## config.mk

```make
export PLATFORM = sky130hd
export DESIGN_NAME = encoded_word_text_decoder_core
export DESIGN_NICKNAME = d
export VERILOG_FILES = /design/src/hw/rtl/ewd_pkg.sv /design/src/hw/rtl/ewd_fifo.sv /design/src/hw/rtl/ewd_front.sv /design/src/hw/rtl/ewd_back.sv /design/src/hw/rtl/encoded_word_text_decoder_core.sv
export VERILOG_INCLUDE_DIRS = /design/src /design/src/hw/rtl
export SDC_FILE = /design/constraint.sdc
export NUM_CORES = 1
export LEC_CHECK = 0
export BUFFER_PORTS_ARGS = -buffer_cell sky130_fd_sc_hd__buf_2
export CELL_PAD_IN_SITES_DETAIL_PLACEMENT = 1
export CELL_PAD_IN_SITES_GLOBAL_PLACEMENT = 2
export CORE_MARGIN = 2
export CORE_UTILIZATION = 45
export DETAILED_ROUTE_END_ITERATION = 10
export HOLD_SLACK_MARGIN = 0.03
export PLACE_DENSITY_LB_ADDON = 0.1
export SLEW_MARGIN = 10
export SYNTH_ARGS = -nofsm -noshare
export SYNTH_HDL_FRONTEND = slang
export SYNTH_HIERARCHICAL = 1
export SYNTH_SLANG_ARGS = --single-unit
```

## constraint.sdc

```tcl
create_clock -name clock -period 9.95 [get_ports clock]
set_clock_uncertainty 0.15 [all_clocks]
set_input_delay 1.99 -clock clock [delete_from_list [all_inputs] [get_ports clock]]
set_output_delay 1.99 -clock clock [all_outputs]
set_load 0.005 [all_outputs]
```

## src/hw/rtl/encoded_word_text_decoder_core_defines.svh

```systemverilog
// ----------------------------------------------------------------------------
// Encoded-word decoder assertion macros
// Shared property shapes for the concurrent checks of the decoder core.
// ----------------------------------------------------------------------------
`ifndef ENCODED_WORD_TEXT_DECODER_CORE_DEFINES_SVH
`define ENCODED_WORD_TEXT_DECODER_CORE_DEFINES_SVH

// same-cycle implication, ignored while reset is high
`define EWD_ASSERT_IMPLIES(label, clk, rst, ante, cons, msg) \
   label: assert property (@(posedge clk) disable iff (rst) (ante) |-> (cons)) \
      else $error(msg);

// next-cycle implication, checked through reset
`define EWD_ASSERT_NEXT(label, clk, ante, cons, msg) \
   label: assert property (@(posedge clk) (ante) |=> (cons)) else $error(msg);

`endif

```

## src/hw/rtl/ewd_pkg.sv

```systemverilog
// ----------------------------------------------------------------------------
// Encoded-word decoder package
// Codes, constants and the item types passed between the decoder stages.
// ----------------------------------------------------------------------------
package ewd_pkg;

   localparam logic       ENC_B64     = 1'b0;
   localparam logic       ENC_Q       = 1'b1;

   localparam logic [1:0] CS_ASCII    = 2'd0;
   localparam logic [1:0] CS_UTF8     = 2'd1;
   localparam logic [1:0] CS_LATIN1   = 2'd2;

   localparam logic [1:0] ST_OK        = 2'd0;
   localparam logic [1:0] ST_MALFORMED = 2'd1;
   localparam logic [1:0] ST_INVALID   = 2'd2;
   localparam logic [1:0] ST_CAPACITY  = 2'd3;

   localparam logic       CSR_ENCODING = 1'b0;
   localparam logic       CSR_CHARSET  = 1'b1;

   localparam logic [7:0] CH_UNDERSCORE = 8'h5f;
   localparam logic [7:0] CH_EQUALS     = 8'h3d;
   localparam logic [7:0] CH_SPACE      = 8'h20;

   localparam int MID_DEPTH = 4;
   localparam int RSP_DEPTH = 2;

   typedef enum logic [1:0] {
      EV_BYTE,
      EV_FAIL,
      EV_END
   } ev_kind_type;

   typedef struct packed {
      ev_kind_type kind;
      logic [7:0]  data;
      logic [1:0]  code;
   } mid_item_type;

   typedef struct packed {
      logic [7:0] out_byte;
      logic       is_final;
      logic [1:0] status;
      logic [7:0] out_length;
   } rsp_item_type;

endpackage

```

## src/hw/rtl/ewd_fifo.sv

```systemverilog
// ----------------------------------------------------------------------------
// Encoded-word decoder queue
// Small first-in first-out store of registers with full and empty flags.
// ----------------------------------------------------------------------------
module ewd_fifo #(
   parameter int WIDTH = 8,
   parameter int DEPTH = 4
) (
   input  logic             clock,
   input  logic             reset,
   input  logic             push,
   input  logic [WIDTH-1:0] wdata,
   output logic             full,
   input  logic             pop,
   output logic [WIDTH-1:0] rdata,
   output logic             empty
);

   localparam int PW = (DEPTH > 1) ? $clog2(DEPTH) : 1;
   localparam int CNW = $clog2(DEPTH + 1);

   logic [WIDTH-1:0] mem_ff [DEPTH];
   logic [PW-1:0]    wr_ptr_ff, wr_ptr_in;
   logic [PW-1:0]    rd_ptr_ff, rd_ptr_in;
   logic [CNW-1:0]   count_ff, count_in;
   logic             do_push, do_pop;

   assign full    = (count_ff == CNW'(DEPTH));
   assign empty   = (count_ff == '0);
   assign do_push = push && !full;
   assign do_pop  = pop && !empty;
   assign rdata   = mem_ff[rd_ptr_ff];

   always_comb begin
      wr_ptr_in = wr_ptr_ff;
      rd_ptr_in = rd_ptr_ff;
      count_in  = count_ff;
      if (do_push) begin
         wr_ptr_in = (wr_ptr_ff == PW'(DEPTH - 1)) ? '0 : wr_ptr_ff + PW'(1);
      end
      if (do_pop) begin
         rd_ptr_in = (rd_ptr_ff == PW'(DEPTH - 1)) ? '0 : rd_ptr_ff + PW'(1);
      end
      if (do_push && !do_pop) begin
         count_in = count_ff + CNW'(1);
      end else if (do_pop && !do_push) begin
         count_in = count_ff - CNW'(1);
      end
   end

   always_ff @(posedge clock) begin
      if (reset) begin
         wr_ptr_ff <= '0;
         rd_ptr_ff <= '0;
         count_ff  <= '0;
      end else begin
         wr_ptr_ff <= wr_ptr_in;
         rd_ptr_ff <= rd_ptr_in;
         count_ff  <= count_in;
      end
   end

   always_ff @(posedge clock) begin
      if (do_push) begin
         mem_ff[wr_ptr_ff] <= wdata;
      end
   end

endmodule

```

## src/hw/rtl/ewd_front.sv

```systemverilog
// ----------------------------------------------------------------------------
// Encoded-word decoder front end
// Accepts text characters, runs base64 or Q decoding and the decoded-byte
// capacity check, and queues byte, failure and end events in order.
// ----------------------------------------------------------------------------
module ewd_front import ewd_pkg::*; #(
   parameter int BUFFER_BYTES = 256
) (
   input  logic         clock,
   input  logic         reset,
   input  logic         encoding_mode,
   input  logic         in_valid,
   input  logic [7:0]   in_byte,
   input  logic         in_end,
   output logic         in_ready,
   output mid_item_type mid_item,
   output logic         mid_push,
   input  logic         mid_full
);

   localparam int CW = $clog2(BUFFER_BYTES);

   localparam logic [1:0] Q_IDLE = 2'd0;
   localparam logic [1:0] Q_HIGH = 2'd1;
   localparam logic [1:0] Q_LOW  = 2'd2;

   logic [1:0]    pos_ff, pos_in;
   logic [23:0]   bits_ff, bits_in;
   logic [1:0]    pad_ff, pad_in;
   logic [1:0]    qph_ff, qph_in;
   logic [3:0]    hn_ff, hn_in;
   logic [CW-1:0] dcount_ff, dcount_in;
   logic          failed_ff, failed_in;
   logic [1:0]    pend_n_ff, pend_n_in;
   logic [23:0]   pend_data_ff, pend_data_in;
   logic          pend_fail_ff, pend_fail_in;
   logic          pend_end_ff, pend_end_in;
   logic          busy, accept;

   // {valid, value}
   function automatic logic [6:0] b64_decode(input logic [7:0] c);
      logic [6:0] r;
      r = '0;
      if (c >= 8'h41 && c <= 8'h5a) begin
         r = {1'b1, 6'(c - 8'h41)};
      end else if (c >= 8'h61 && c <= 8'h7a) begin
         r = {1'b1, 6'(c - 8'h47)};
      end else if (c >= 8'h30 && c <= 8'h39) begin
         r = {1'b1, 6'(c + 8'h04)};
      end else if (c == 8'h2b) begin
         r = {1'b1, 6'd62};
      end else if (c == 8'h2f) begin
         r = {1'b1, 6'd63};
      end
      return r;
   endfunction

   // {valid, value}
   function automatic logic [4:0] hex_decode(input logic [7:0] c);
      logic [4:0] r;
      r = '0;
      if (c >= 8'h30 && c <= 8'h39) begin
         r = {1'b1, 4'(c - 8'h30)};
      end else if (c >= 8'h41 && c <= 8'h46) begin
         r = {1'b1, 4'(c - 8'h37)};
      end else if (c >= 8'h61 && c <= 8'h66) begin
         r = {1'b1, 4'(c - 8'h57)};
      end
      return r;
   endfunction

   assign busy     = (pend_n_ff != 2'd0) || pend_fail_ff || pend_end_ff;
   assign in_ready = !busy;
   assign accept   = in_valid && !busy;

   always_comb begin
      logic [6:0]  bv;
      logic [4:0]  hv;
      logic [1:0]  pad_next;
      logic [23:0] bits_next;
      logic        bad;

      pos_in       = pos_ff;
      bits_in      = bits_ff;
      pad_in       = pad_ff;
      qph_in       = qph_ff;
      hn_in        = hn_ff;
      dcount_in    = dcount_ff;
      failed_in    = failed_ff;
      pend_n_in    = pend_n_ff;
      pend_data_in = pend_data_ff;
      pend_fail_in = pend_fail_ff;
      pend_end_in  = pend_end_ff;
      mid_push     = 1'b0;
      mid_item     = '{kind: EV_BYTE, data: pend_data_ff[23:16], code: ST_OK};
      bv           = b64_decode(in_byte);
      hv           = hex_decode(in_byte);
      pad_next     = pad_ff;
      bits_next    = bits_ff;
      bad          = 1'b0;

      if (accept) begin
         if (in_end || in_byte == 8'h00) begin
            if (!failed_ff && ((encoding_mode == ENC_B64) ? (pos_ff != 2'd0)
                                                          : (qph_ff != Q_IDLE))) begin
               pend_fail_in = 1'b1;
               failed_in    = 1'b1;
            end
            pend_end_in = 1'b1;
         end else if (!failed_ff) begin
            if (encoding_mode == ENC_B64) begin
               if (pad_ff != 2'd0 && pos_ff == 2'd0) begin
                  bad = 1'b1;
               end else if (pos_ff[1] && in_byte == CH_EQUALS) begin
                  pad_next = pad_ff + 2'd1;
               end else if (!bv[6] || pad_ff != 2'd0) begin
                  bad = 1'b1;
               end else begin
                  unique case (pos_ff)
                     2'd0: bits_next = bits_ff | {bv[5:0], 18'd0};
                     2'd1: bits_next = bits_ff | {6'd0, bv[5:0], 12'd0};
                     2'd2: bits_next = bits_ff | {12'd0, bv[5:0], 6'd0};
                     2'd3: bits_next = bits_ff | {18'd0, bv[5:0]};
                  endcase
               end
               if (bad) begin
                  pend_fail_in = 1'b1;
                  failed_in    = 1'b1;
               end else begin
                  pad_in = pad_next;
                  if (pos_ff != 2'd3) begin
                     pos_in  = pos_ff + 2'd1;
                     bits_in = bits_next;
                  end else begin
                     pos_in       = 2'd0;
                     bits_in      = '0;
                     pend_n_in    = 2'd3 - pad_next;
                     pend_data_in = bits_next;
                  end
               end
            end else begin
               if (qph_ff == Q_IDLE) begin
                  if (in_byte == CH_UNDERSCORE) begin
                     pend_n_in    = 2'd1;
                     pend_data_in = {CH_SPACE, 16'd0};
                  end else if (in_byte == CH_EQUALS) begin
                     qph_in = Q_HIGH;
                  end else begin
                     pend_n_in    = 2'd1;
                     pend_data_in = {in_byte, 16'd0};
                  end
               end else if (!hv[4]) begin
                  pend_fail_in = 1'b1;
                  failed_in    = 1'b1;
               end else if (qph_ff == Q_HIGH) begin
                  hn_in  = hv[3:0];
                  qph_in = Q_LOW;
               end else begin
                  qph_in       = Q_IDLE;
                  pend_n_in    = 2'd1;
                  pend_data_in = {hn_ff, hv[3:0], 16'd0};
               end
            end
         end
      end else if (busy && !mid_full) begin
         mid_push = 1'b1;
         if (pend_n_ff != 2'd0) begin
            if (dcount_ff == CW'(BUFFER_BYTES - 1)) begin
               mid_item  = '{kind: EV_FAIL, data: 8'd0, code: ST_CAPACITY};
               failed_in = 1'b1;
               pend_n_in = 2'd0;
            end else begin
               dcount_in    = dcount_ff + CW'(1);
               pend_data_in = {pend_data_ff[15:0], 8'd0};
               pend_n_in    = pend_n_ff - 2'd1;
            end
         end else if (pend_fail_ff) begin
            mid_item     = '{kind: EV_FAIL, data: 8'd0, code: ST_MALFORMED};
            pend_fail_in = 1'b0;
         end else begin
            // close the word and start over
            mid_item    = '{kind: EV_END, data: 8'd0, code: ST_OK};
            pend_end_in = 1'b0;
            pos_in      = 2'd0;
            bits_in     = '0;
            pad_in      = 2'd0;
            qph_in      = Q_IDLE;
            hn_in       = 4'd0;
            dcount_in   = '0;
            failed_in   = 1'b0;
         end
      end
   end

   always_ff @(posedge clock) begin
      if (reset) begin
         pos_ff       <= 2'd0;
         bits_ff      <= '0;
         pad_ff       <= 2'd0;
         qph_ff       <= Q_IDLE;
         hn_ff        <= 4'd0;
         dcount_ff    <= '0;
         failed_ff    <= 1'b0;
         pend_n_ff    <= 2'd0;
         pend_fail_ff <= 1'b0;
         pend_end_ff  <= 1'b0;
      end else begin
         pos_ff       <= pos_in;
         bits_ff      <= bits_in;
         pad_ff       <= pad_in;
         qph_ff       <= qph_in;
         hn_ff        <= hn_in;
         dcount_ff    <= dcount_in;
         failed_ff    <= failed_in;
         pend_n_ff    <= pend_n_in;
         pend_fail_ff <= pend_fail_in;
         pend_end_ff  <= pend_end_in;
      end
   end

   always_ff @(posedge clock) begin
      pend_data_ff <= pend_data_in;
   end

endmodule

```

## src/hw/rtl/ewd_back.sv

```systemverilog
// ----------------------------------------------------------------------------
// Encoded-word decoder back end
// Checks or converts decoded bytes for the character set, applies the output
// capacity limit and error priority, and builds the closing status item.
// ----------------------------------------------------------------------------
module ewd_back import ewd_pkg::*; #(
   parameter int BUFFER_BYTES = 256
) (
   input  logic         clock,
   input  logic         reset,
   input  logic [1:0]   charset_mode,
   input  mid_item_type mid_item,
   input  logic         mid_empty,
   output logic         mid_pop,
   output rsp_item_type rsp_item,
   output logic         rsp_push,
   input  logic         rsp_full
);

   localparam int CW = $clog2(BUFFER_BYTES);

   logic [2:0]    pend_ff, pend_in;
   logic [CW-1:0] ocount_ff, ocount_in;
   logic          stopped_ff, stopped_in;
   logic [1:0]    err_ff, err_in;
   logic          second_ff, second_in;
   logic          utf8_mode;

   // {valid, continuation bytes owed}
   function automatic logic [3:0] utf8_lead(input logic [7:0] b);
      logic [3:0] r;
      r = '0;
      priority if (!b[7]) r = {1'b1, 3'd0};
      else if (!b[6]) r = {1'b0, 3'd0};
      else if (!b[5]) r = {1'b1, 3'd1};
      else if (!b[4]) r = {1'b1, 3'd2};
      else if (!b[3]) r = {1'b1, 3'd3};
      else if (!b[2]) r = {1'b1, 3'd4};
      else if (!b[1]) r = {1'b1, 3'd5};
      else r = {1'b0, 3'd0};
      return r;
   endfunction

   assign utf8_mode = (charset_mode != CS_ASCII) && (charset_mode != CS_LATIN1);

   always_comb begin
      logic [7:0] b;
      logic [3:0] lead;
      logic       put_req;
      logic [7:0] put_byte;
      logic       fail_req;
      logic [1:0] err_fin;

      pend_in    = pend_ff;
      ocount_in  = ocount_ff;
      stopped_in = stopped_ff;
      err_in     = err_ff;
      second_in  = second_ff;
      mid_pop    = 1'b0;
      rsp_push   = 1'b0;
      rsp_item   = '{out_byte: 8'd0, is_final: 1'b0, status: ST_OK, out_length: 8'd0};
      b          = mid_item.data;
      lead       = utf8_lead(b);
      put_req    = 1'b0;
      put_byte   = b;
      fail_req   = 1'b0;
      err_fin    = err_ff;

      if (!mid_empty && !rsp_full) begin
         unique case (mid_item.kind)
            EV_FAIL: begin
               err_in     = mid_item.code;
               stopped_in = 1'b1;
               mid_pop    = 1'b1;
            end
            EV_END: begin
               if (!stopped_ff && utf8_mode && pend_ff != 3'd0 && err_ff == ST_OK) begin
                  err_fin = ST_INVALID;
               end
               rsp_push   = 1'b1;
               rsp_item   = '{out_byte: 8'd0, is_final: 1'b1, status: err_fin,
                              out_length: (err_fin == ST_OK) ? 8'(ocount_ff) : 8'd0};
               mid_pop    = 1'b1;
               pend_in    = 3'd0;
               ocount_in  = '0;
               stopped_in = 1'b0;
               err_in     = ST_OK;
               second_in  = 1'b0;
            end
            EV_BYTE: begin
               if (stopped_ff) begin
                  second_in = 1'b0;
                  mid_pop   = 1'b1;
               end else if (b == 8'h00) begin
                  if (utf8_mode && pend_ff != 3'd0) begin
                     fail_req = 1'b1;
                  end else begin
                     stopped_in = 1'b1;
                  end
                  mid_pop = 1'b1;
               end else if (charset_mode == CS_ASCII) begin
                  fail_req = b[7];
                  put_req  = !b[7];
                  mid_pop  = 1'b1;
               end else if (charset_mode == CS_LATIN1) begin
                  put_req = 1'b1;
                  if (!b[7]) begin
                     mid_pop = 1'b1;
                  end else if (!second_ff) begin
                     put_byte  = {6'b110000, b[7:6]};
                     second_in = 1'b1;
                  end else begin
                     put_byte  = {2'b10, b[5:0]};
                     second_in = 1'b0;
                     mid_pop   = 1'b1;
                  end
               end else if (pend_ff != 3'd0) begin
                  mid_pop = 1'b1;
                  if (b[7:6] != 2'b10) begin
                     fail_req = 1'b1;
                  end else begin
                     pend_in = pend_ff - 3'd1;
                     put_req = 1'b1;
                  end
               end else begin
                  mid_pop = 1'b1;
                  if (!lead[3]) begin
                     fail_req = 1'b1;
                  end else begin
                     pend_in = lead[2:0];
                     put_req = 1'b1;
                  end
               end
            end
            default: begin
               mid_pop = 1'b1;
            end
         endcase

         if (fail_req) begin
            if (err_ff == ST_OK) begin
               err_in = ST_INVALID;
            end
            stopped_in = 1'b1;
         end else if (put_req) begin
            if (ocount_ff == CW'(BUFFER_BYTES - 1)) begin
               if (err_ff == ST_OK) begin
                  err_in = ST_CAPACITY;
               end
               stopped_in = 1'b1;
            end else begin
               rsp_push  = 1'b1;
               rsp_item  = '{out_byte: put_byte, is_final: 1'b0, status: ST_OK,
                             out_length: 8'd0};
               ocount_in = ocount_ff + CW'(1);
            end
         end
      end
   end

   always_ff @(posedge clock) begin
      if (reset) begin
         pend_ff    <= 3'd0;
         ocount_ff  <= '0;
         stopped_ff <= 1'b0;
         err_ff     <= ST_OK;
         second_ff  <= 1'b0;
      end else begin
         pend_ff    <= pend_in;
         ocount_ff  <= ocount_in;
         stopped_ff <= stopped_in;
         err_ff     <= err_in;
         second_ff  <= second_in;
      end
   end

endmodule

```

## src/hw/rtl/encoded_word_text_decoder_core.sv

```systemverilog
// ----------------------------------------------------------------------------
// Encoded-word text decoder core
// Decodes the encoded text of one encoded word, base64 or Q, and checks or
// converts the bytes for US-ASCII, UTF-8 or Latin-1 to UTF-8. Characters
// enter through push/full and UTF-8 bytes leave through empty/pop, followed
// by one final item with the length or an error status. A character that
// yields bytes holds the input while the front end queues them, up to three
// on a full base64 group. The back end issues one output byte per cycle
// while the result queue has room, and two output bytes for a Latin-1 byte
// at or above 0x80. A four-entry event queue and a two-entry result queue
// decouple the stages; first output passes through the front end's pending
// register, the event queue and the result queue.
// ----------------------------------------------------------------------------
`include "encoded_word_text_decoder_core_defines.svh"

module encoded_word_text_decoder_core import ewd_pkg::*; #(
   parameter int BUFFER_BYTES = 256
) (
   input  logic       clock,
   input  logic       reset,
   input  logic [7:0] req_text_byte,
   input  logic       req_text_end,
   input  logic       push,
   output logic       full,
   output logic [7:0] rsp_out_byte,
   output logic       rsp_is_final,
   output logic [1:0] rsp_status,
   output logic [7:0] rsp_out_length,
   output logic       empty,
   input  logic       pop,
   input  logic       csr_write_en,
   input  logic       csr_index,
   input  logic [1:0] csr_write_data
);

   logic         enc_ff, enc_in;
   logic [1:0]   cs_ff, cs_in;
   logic         in_ready;
   mid_item_type front_item, back_item;
   logic         mid_push, mid_full, mid_pop, mid_empty;
   rsp_item_type back_rsp, out_rsp;
   logic         rsp_push, rsp_full;

   always_comb begin
      enc_in = enc_ff;
      cs_in  = cs_ff;
      if (csr_write_en) begin
         unique case (csr_index)
            CSR_ENCODING: enc_in = csr_write_data[0];
            CSR_CHARSET:  cs_in  = csr_write_data;
         endcase
      end
   end

   always_ff @(posedge clock) begin
      if (reset) begin
         enc_ff <= ENC_B64;
         cs_ff  <= CS_UTF8;
      end else begin
         enc_ff <= enc_in;
         cs_ff  <= cs_in;
      end
   end

   assign full = !in_ready;

   ewd_front #(
      .BUFFER_BYTES(BUFFER_BYTES)
   ) u_front (
      .clock        (clock),
      .reset        (reset),
      .encoding_mode(enc_ff),
      .in_valid     (push),
      .in_byte      (req_text_byte),
      .in_end       (req_text_end),
      .in_ready     (in_ready),
      .mid_item     (front_item),
      .mid_push     (mid_push),
      .mid_full     (mid_full)
   );

   ewd_fifo #(
      .WIDTH($bits(mid_item_type)),
      .DEPTH(MID_DEPTH)
   ) u_mid_fifo (
      .clock(clock),
      .reset(reset),
      .push (mid_push),
      .wdata(front_item),
      .full (mid_full),
      .pop  (mid_pop),
      .rdata(back_item),
      .empty(mid_empty)
   );

   ewd_back #(
      .BUFFER_BYTES(BUFFER_BYTES)
   ) u_back (
      .clock       (clock),
      .reset       (reset),
      .charset_mode(cs_ff),
      .mid_item    (back_item),
      .mid_empty   (mid_empty),
      .mid_pop     (mid_pop),
      .rsp_item    (back_rsp),
      .rsp_push    (rsp_push),
      .rsp_full    (rsp_full)
   );

   ewd_fifo #(
      .WIDTH($bits(rsp_item_type)),
      .DEPTH(RSP_DEPTH)
   ) u_rsp_fifo (
      .clock(clock),
      .reset(reset),
      .push (rsp_push),
      .wdata(back_rsp),
      .full (rsp_full),
      .pop  (pop),
      .rdata(out_rsp),
      .empty(empty)
   );

   assign rsp_out_byte   = out_rsp.out_byte;
   assign rsp_is_final   = out_rsp.is_final;
   assign rsp_status     = out_rsp.status;
   assign rsp_out_length = out_rsp.out_length;

   // an error status never carries a length
   `EWD_ASSERT_IMPLIES(a_err_no_length, clock, reset, !empty && rsp_is_final && rsp_status != ST_OK, rsp_out_length == 8'd0, "final error item with nonzero length")
   // byte transfers carry no status and no length
   `EWD_ASSERT_IMPLIES(a_byte_clean, clock, reset, !empty && !rsp_is_final, rsp_status == ST_OK && rsp_out_length == 8'd0, "byte item with status or length set")
   // reset drains both sides
   `EWD_ASSERT_NEXT(a_reset_idle, clock, reset, empty && !full, "queues not idle after reset")

endmodule

```

# Word level (Yosys, flattened, before mapping)
# Memory sizes are Yosys's and may differ from the RTL's. A register that Yosys moved wholly into a read port is not among the register bits.
# Index checks and enable logic that the tools add are counted.
# W data, S select, Z words.
dict set report op_classes {
  n_mul 0
  mux 234
  addsub 21
  eq_ne 59
  div_mod_pow 0
  order_cmp 8
  shifts 0
  bitwise 6
  n_reduce_logical 75
}
# operator count
set op_table {}
lappend op_table {{$mux W24} 26}
lappend op_table {{$mux W2} 57}
lappend op_table {{$mux W8} 14}
lappend op_table {{$pmux W24 S4} 1}
lappend op_table {{$mux W1} 87}
lappend op_table {{$mux W19} 4}
lappend op_table {{$mux W4} 17}
lappend op_table {{$mux W12} 4}
lappend op_table {{$mux W7} 6}
lappend op_table {{$ne A2 B2 Y1 const B} 19}
lappend op_table {{$le A8 B7 Y1 const B} 4}
lappend op_table {{$mux W3} 9}
lappend op_table {{$ne A3 B3 Y1 const B} 9}
lappend op_table {{$reduce_and A9 Y1} 3}
lappend op_table {{$eq A8 B6 Y1 const B} 3}
lappend op_table {{$logic_and A1 B1 Y1} 24}
lappend op_table {{$or A24 B12 Y24} 1}
lappend op_table {{$or A24 B18 Y24} 1}
lappend op_table {{$or A24 B24 Y24} 1}
lappend op_table {{$or A24 B6 Y24} 1}
lappend op_table {{$mux W11} 2}
lappend op_table {{$ne A4 B4 Y1 const B} 5}
lappend op_table {{$reduce_bool A2 Y1} 10}
lappend op_table {{$add A8 B1 Y8 const B} 2}
lappend op_table {{other kinds (41)} 93}
dict set report word_totals {
  ram_bits 86
  elab_cells 429
  latchBits 0
  rom_bits 0
  out_inout_bits 21
  inputBits 17
  regBits 100
  n_memories 2
}
# memory depth width rd rd_clocked_by_memory_dff write_ports line_no
set memory_table {}
lappend memory_table {u_mid_fifo.mem_ff 4 12 1 1 1 ewd_fifo.sv:22} ;# logic [WIDTH-1:0] mem_ff [DEPTH];
lappend memory_table {u_rsp_fifo.mem_ff 2 19 1 1 1 ewd_fifo.sv:22}

# Depth between registers and ports, before layout
dict set report depth {
  word_depth 23
  mapped_depth 16
  mapped_depth_nobuf 14
}

# By module
# The synthesis kept the hierarchy.
# mod seq_area_each_um2 area_each_um2 cells_each n_inst
set modules_own_cells {}
lappend modules_own_cells {ewd_front 1661.6 4576.9 535 1}
lappend modules_own_cells {{ewd_fifo at u_mid_fifo} 1621.6 2218.4 112 1}
lappend modules_own_cells {{ewd_fifo at u_rsp_fifo} 1241.2 1585.3 84 1}
lappend modules_own_cells {ewd_back 300.3 1377.6 187 1}
lappend modules_own_cells {encoded_word_text_decoder_core 60.1 136.4 13 1}

# Worst setup path after synthesis
# Ideal clock, no wire load.
dict set report synth_path {
  path_type {input to register}
  start {input port req_text_byte[2]}
  end {register u_front.pend_data_ff[0] (enable)}
  setup_slack_ns 3.969
  path_stages 9
  arrival_ns 5.391
  required_ns 9.360
  setup_time_ns 0.440
  path_buffers 1
  path_cell_list {clkbuf_1 inv_1 ha_1 a21o_1 a31o_1 nor2_2 o31ai_4 nand3_1 nor3b_1}
}
dict set report synth_between {
  elab_chain_len 17
  word_cells_on_any_way 42
  cone_classes {8 x order compare; 8 x eq/ne; 15 x mux; 11 x reduce/logical}
}
# item line_no
set synth_rtl {}
lappend synth_rtl {{from (decl)} encoded_word_text_decoder_core.sv:21} ;# input logic [7:0] req_text_byte,
lappend synth_rtl {{branches (longest 16 deep; another with $ge A8 B6 Y1)} n/a}
lappend synth_rtl {{$reduce_and A10 Y1 (no line) *} n/a}
lappend synth_rtl {{to (signal assigned)} ewd_front.sv:222} ;# pend_data_ff <= pend_data_in;
lappend synth_rtl {{to (decl)} ewd_front.sv:35} ;# logic [23:0] pend_data_ff, pend_data_in;
# Mark *: on every way between the ends. The select of a mux whose other input is x is not followed.
# A chain may end at the register's enable or synchronous reset.

==> results.toml <==
[critical_path]
crit_top_cell = "inv_1"
slowest_delay_ns = 0.84
critPathRequiredTime_ns = 9.86
path_max_fanout = 19
end_kind = "flip-flop"
cp_data_arrival_time_ns = 4.85
cp_top_family = "simple AND/OR/NAND/NOR gates"
rr_endpoint = "u_rsp_fifo/mem_ff[0][8]"
crit_slowest_cell = "dfxtp_1"
cp-start-kind = "flip-flop"
reg2reg_slack_ns = 5.01
path_cells = "mux4_2 > inv_1 > ha_1 > and2b_1 > o211ai_4 > nor3_1 > nand2_1 > nand2_1 > inv_1 > or3_1 > inv_1"
path_class = "flip-flop to flip-flop"
reg2regPathDepth = 11
cp_num_buf_inv = 3

[synthesis]
synthesis.nets = 980
ys_async_sr_fraction = 0
ys_top_cells_by_count = "edfxtp_1 (110), nor2_1 (85), dfxtp_1 (79), nand2_1 (61), a21oi_1 (53)"
synthTopCellsByArea = "edfxtp_1 (33%), dfxtp_1 (16%), ha_1 (3.9%)"
synth_area_per_cell_um2 = 10.63
syn_area_mm2 = 0.009894
ys_types = 98
synth_top_cell_area_share = 0.3338
synth-seq-cells = 189
yosys_warnings = 6
yosysSeqAreaShare = 0.4937
synth_edf_count = 110
syn-instance-count = 931
yosys.area.top_type = "edfxtp_1"
yosysMostFrequentCell = "edfxtp_1"
dominantRegCellSynth = "edfxtp_1"

[clocking]
postCtsSetupRepairBufs = 0
cts_buffers = 17
cts_tree = "yes"
clock_path_buffers = 2
cts_hold_buf = 0
clk_latency_ns = 0.44
htree_num_levels = 4
cts_resized = 0
root_buffer = "clkbuf_16"
cts.sinks = 189
cts.clk_slew.worst_paths_ns = 0.08

[final_layout]
layout-drive-gt1-share = 0.1568
finalInstanceArea_mm2 = 0.01080
syn2layout_area_growth_pct = 9.130
postLayoutCoreUtil = 0.4979
finalNetCount = 999
diodes = 0

[sta]
slew_headroom = 0.3285
post-route-min-period_ns = 4.945
maxSlewViolCount = 0
min_period_over_period = 0.4970
max_freq_mhz = 202.2
hold_viol_final = 0
grt_setup_unrepaired = "no"
finalSetupTns_ns = 0
setup_ws_ns = 5.005
finalSetupViolations = 0
worst_pin_slew_ns = 1.003

[drt]
wirelength_um = 26840
viasPerCell = 5.974
first_pass_iters = 5
drt_iter0_markers = 349
ant_nets = 0
drc = 0
vias = 7426
wl_per_cell_um = 21.59

[grt]
antenna_found_initial = 0
grt_pass1_vias = 7926
gr-total-overflow = 0
grt_pass1_wl_um = 43320
grt_max_degree = 61
grt_usage = 0.2363

[hold_path]
hp-class = "flip-flop to flip-flop"
min_from = "u_front/bits_ff[11]"
hold_depth = 2
holdPathEnd = "u_front/bits_ff[11]"

[floorplanning]
core_mm2 = 0.02169
io_pins = 38
dieHeight_um = 152.3
start_util = 0.4562
die_w_um = 152.3
dieArea_mm2 = 0.02319
row_count = 54

[power]
p_leak_nw = 3.730
peakVddDrop_uv = 93.25
powerDensity_mw_per_mm2 = 256.5
total_power_w = 0.002770

[placed_design]
gp_congestion = 0.8724
dp_hpwl_um = 19650
postPlaceCellArea_mm2 = 0.01023
place_ws_ns = 4.579
port_buffers = 37

[run]
cap_violations = 0

[outcome]
outcome = "finished clean"
[through the flow]
stage,instances,hold WS [ns]
4_1_cts,1243,0.3101
5_1_grt,1243,0.3347
2_1_floorplan,931,0.2747
3_3_place_gp,1211,0.2882
6_report,1243,0.3108
3_5_place_dp,1211,0.2982
[kinds of logic after synthesis]
family                   Yosys count  share of synthesized area
AO/OA/AOI/OAI                    240                     0.1781
XOR/XNOR                          15                    0.01328
buffers and inverters             83                    0.04059
AND/OR/NAND/NOR                  337                     0.1802
adder cells (fa/ha/maj)           32                    0.04122
flip-flops                       189                     0.4937
multiplexers                      35                    0.05299
[sequential cells by signal, indices dropped and copies added, names as in the netlist, 3 cells and up, named ones only]
register              count
u_back/ocount_ff          8
u_front/pend_data_ff     24
u_rsp_fifo/mem_ff        38
u_front/hn_ff             4
u_back/pend_ff            3
u_front/bits_ff          24
u_mid_fifo/count_ff       3
u_mid_fifo/mem_ff        48
u_front/dcount_ff         8
[worst reg2reg max path, stage by stage (launching register included)]
cell and delay [ns]:
dfxtp_1 0.84, mux4_2 0.65, inv_1 0.13, ha_1 0.32
and2b_1 0.28, o211ai_4 0.14, nor3_1 0.42, nand2_1 0.44
nand2_1 0.16, inv_1 0.07, or3_1 0.36, inv_1 0.60
[final cells by class]
type                       instances  area [µm²]
fill                            2354       10890
sequential                       189        4885
multi-input combinational        659        4613
clock buffer                      18       439.2
tap                              280       350.3
timing repair buffer              43       230.2
inverter                          40       155.1
clock inverter                    14       125.1
[where the power goes]
part           internal (W)  switching [W]
clock              0.000336       0.000317
sequential          0.00102      0.0000738
combinational      0.000370       0.000653
total               0.00173        0.00104
[layer usage]
| layer | track usage | vias to the layer above | share of wire |
|---|---|---|---|
| met5 | 0 | - | 0 |
| met4 | 0.09702 | 0 | 0.034 |
| met3 | 0.03641 | 52 | 0.029 |
| met2 | 0.4412 | 147 | 0.53 |
| met1 | 0.2686 | 3690 | 0.41 |
| li1 | - | 3537 | - |
[layout by cell type (no fill, tap or decap), drive strengths merged, types with 7 or more instances in the layout]
cell type	instances
o21ai	48
and3	13
xor2	10
or3	7
a221oi	8
and2	19
mux4	12
nand2	61
buf	43
clkinv	7
nor3	28
o31ai	8
nand4	9
edfxtp	110
dfxtp	79
a31oi	15
a21oi	54
mux2	19
inv	47
clkbuf	18
nor2b	24
nor2	88
nand3	32
a22oi	16
ha	31
nand2b	10
or2	11
[worst max path at each step]
stage                                start                       end  slack [ns]  depth (start not counted)
final                            flip-flop   u_rsp_fifo/mem_ff[0][8]        5.01                         11
after global routing             flip-flop   u_rsp_fifo/mem_ff[0][9]        4.53                         11
after CTS                        flip-flop   u_rsp_fifo/mem_ff[0][8]        4.91                         11
after detailed placement  req_text_byte[1]  u_front/pend_data_ff[18]        4.58                         10
after global placement    req_text_byte[1]  u_front/pend_data_ff[18]        4.67                         10
after floorplan           req_text_byte[2]   u_front/pend_data_ff[0]        3.97                          9
Power figures use the tool's default switching activity.
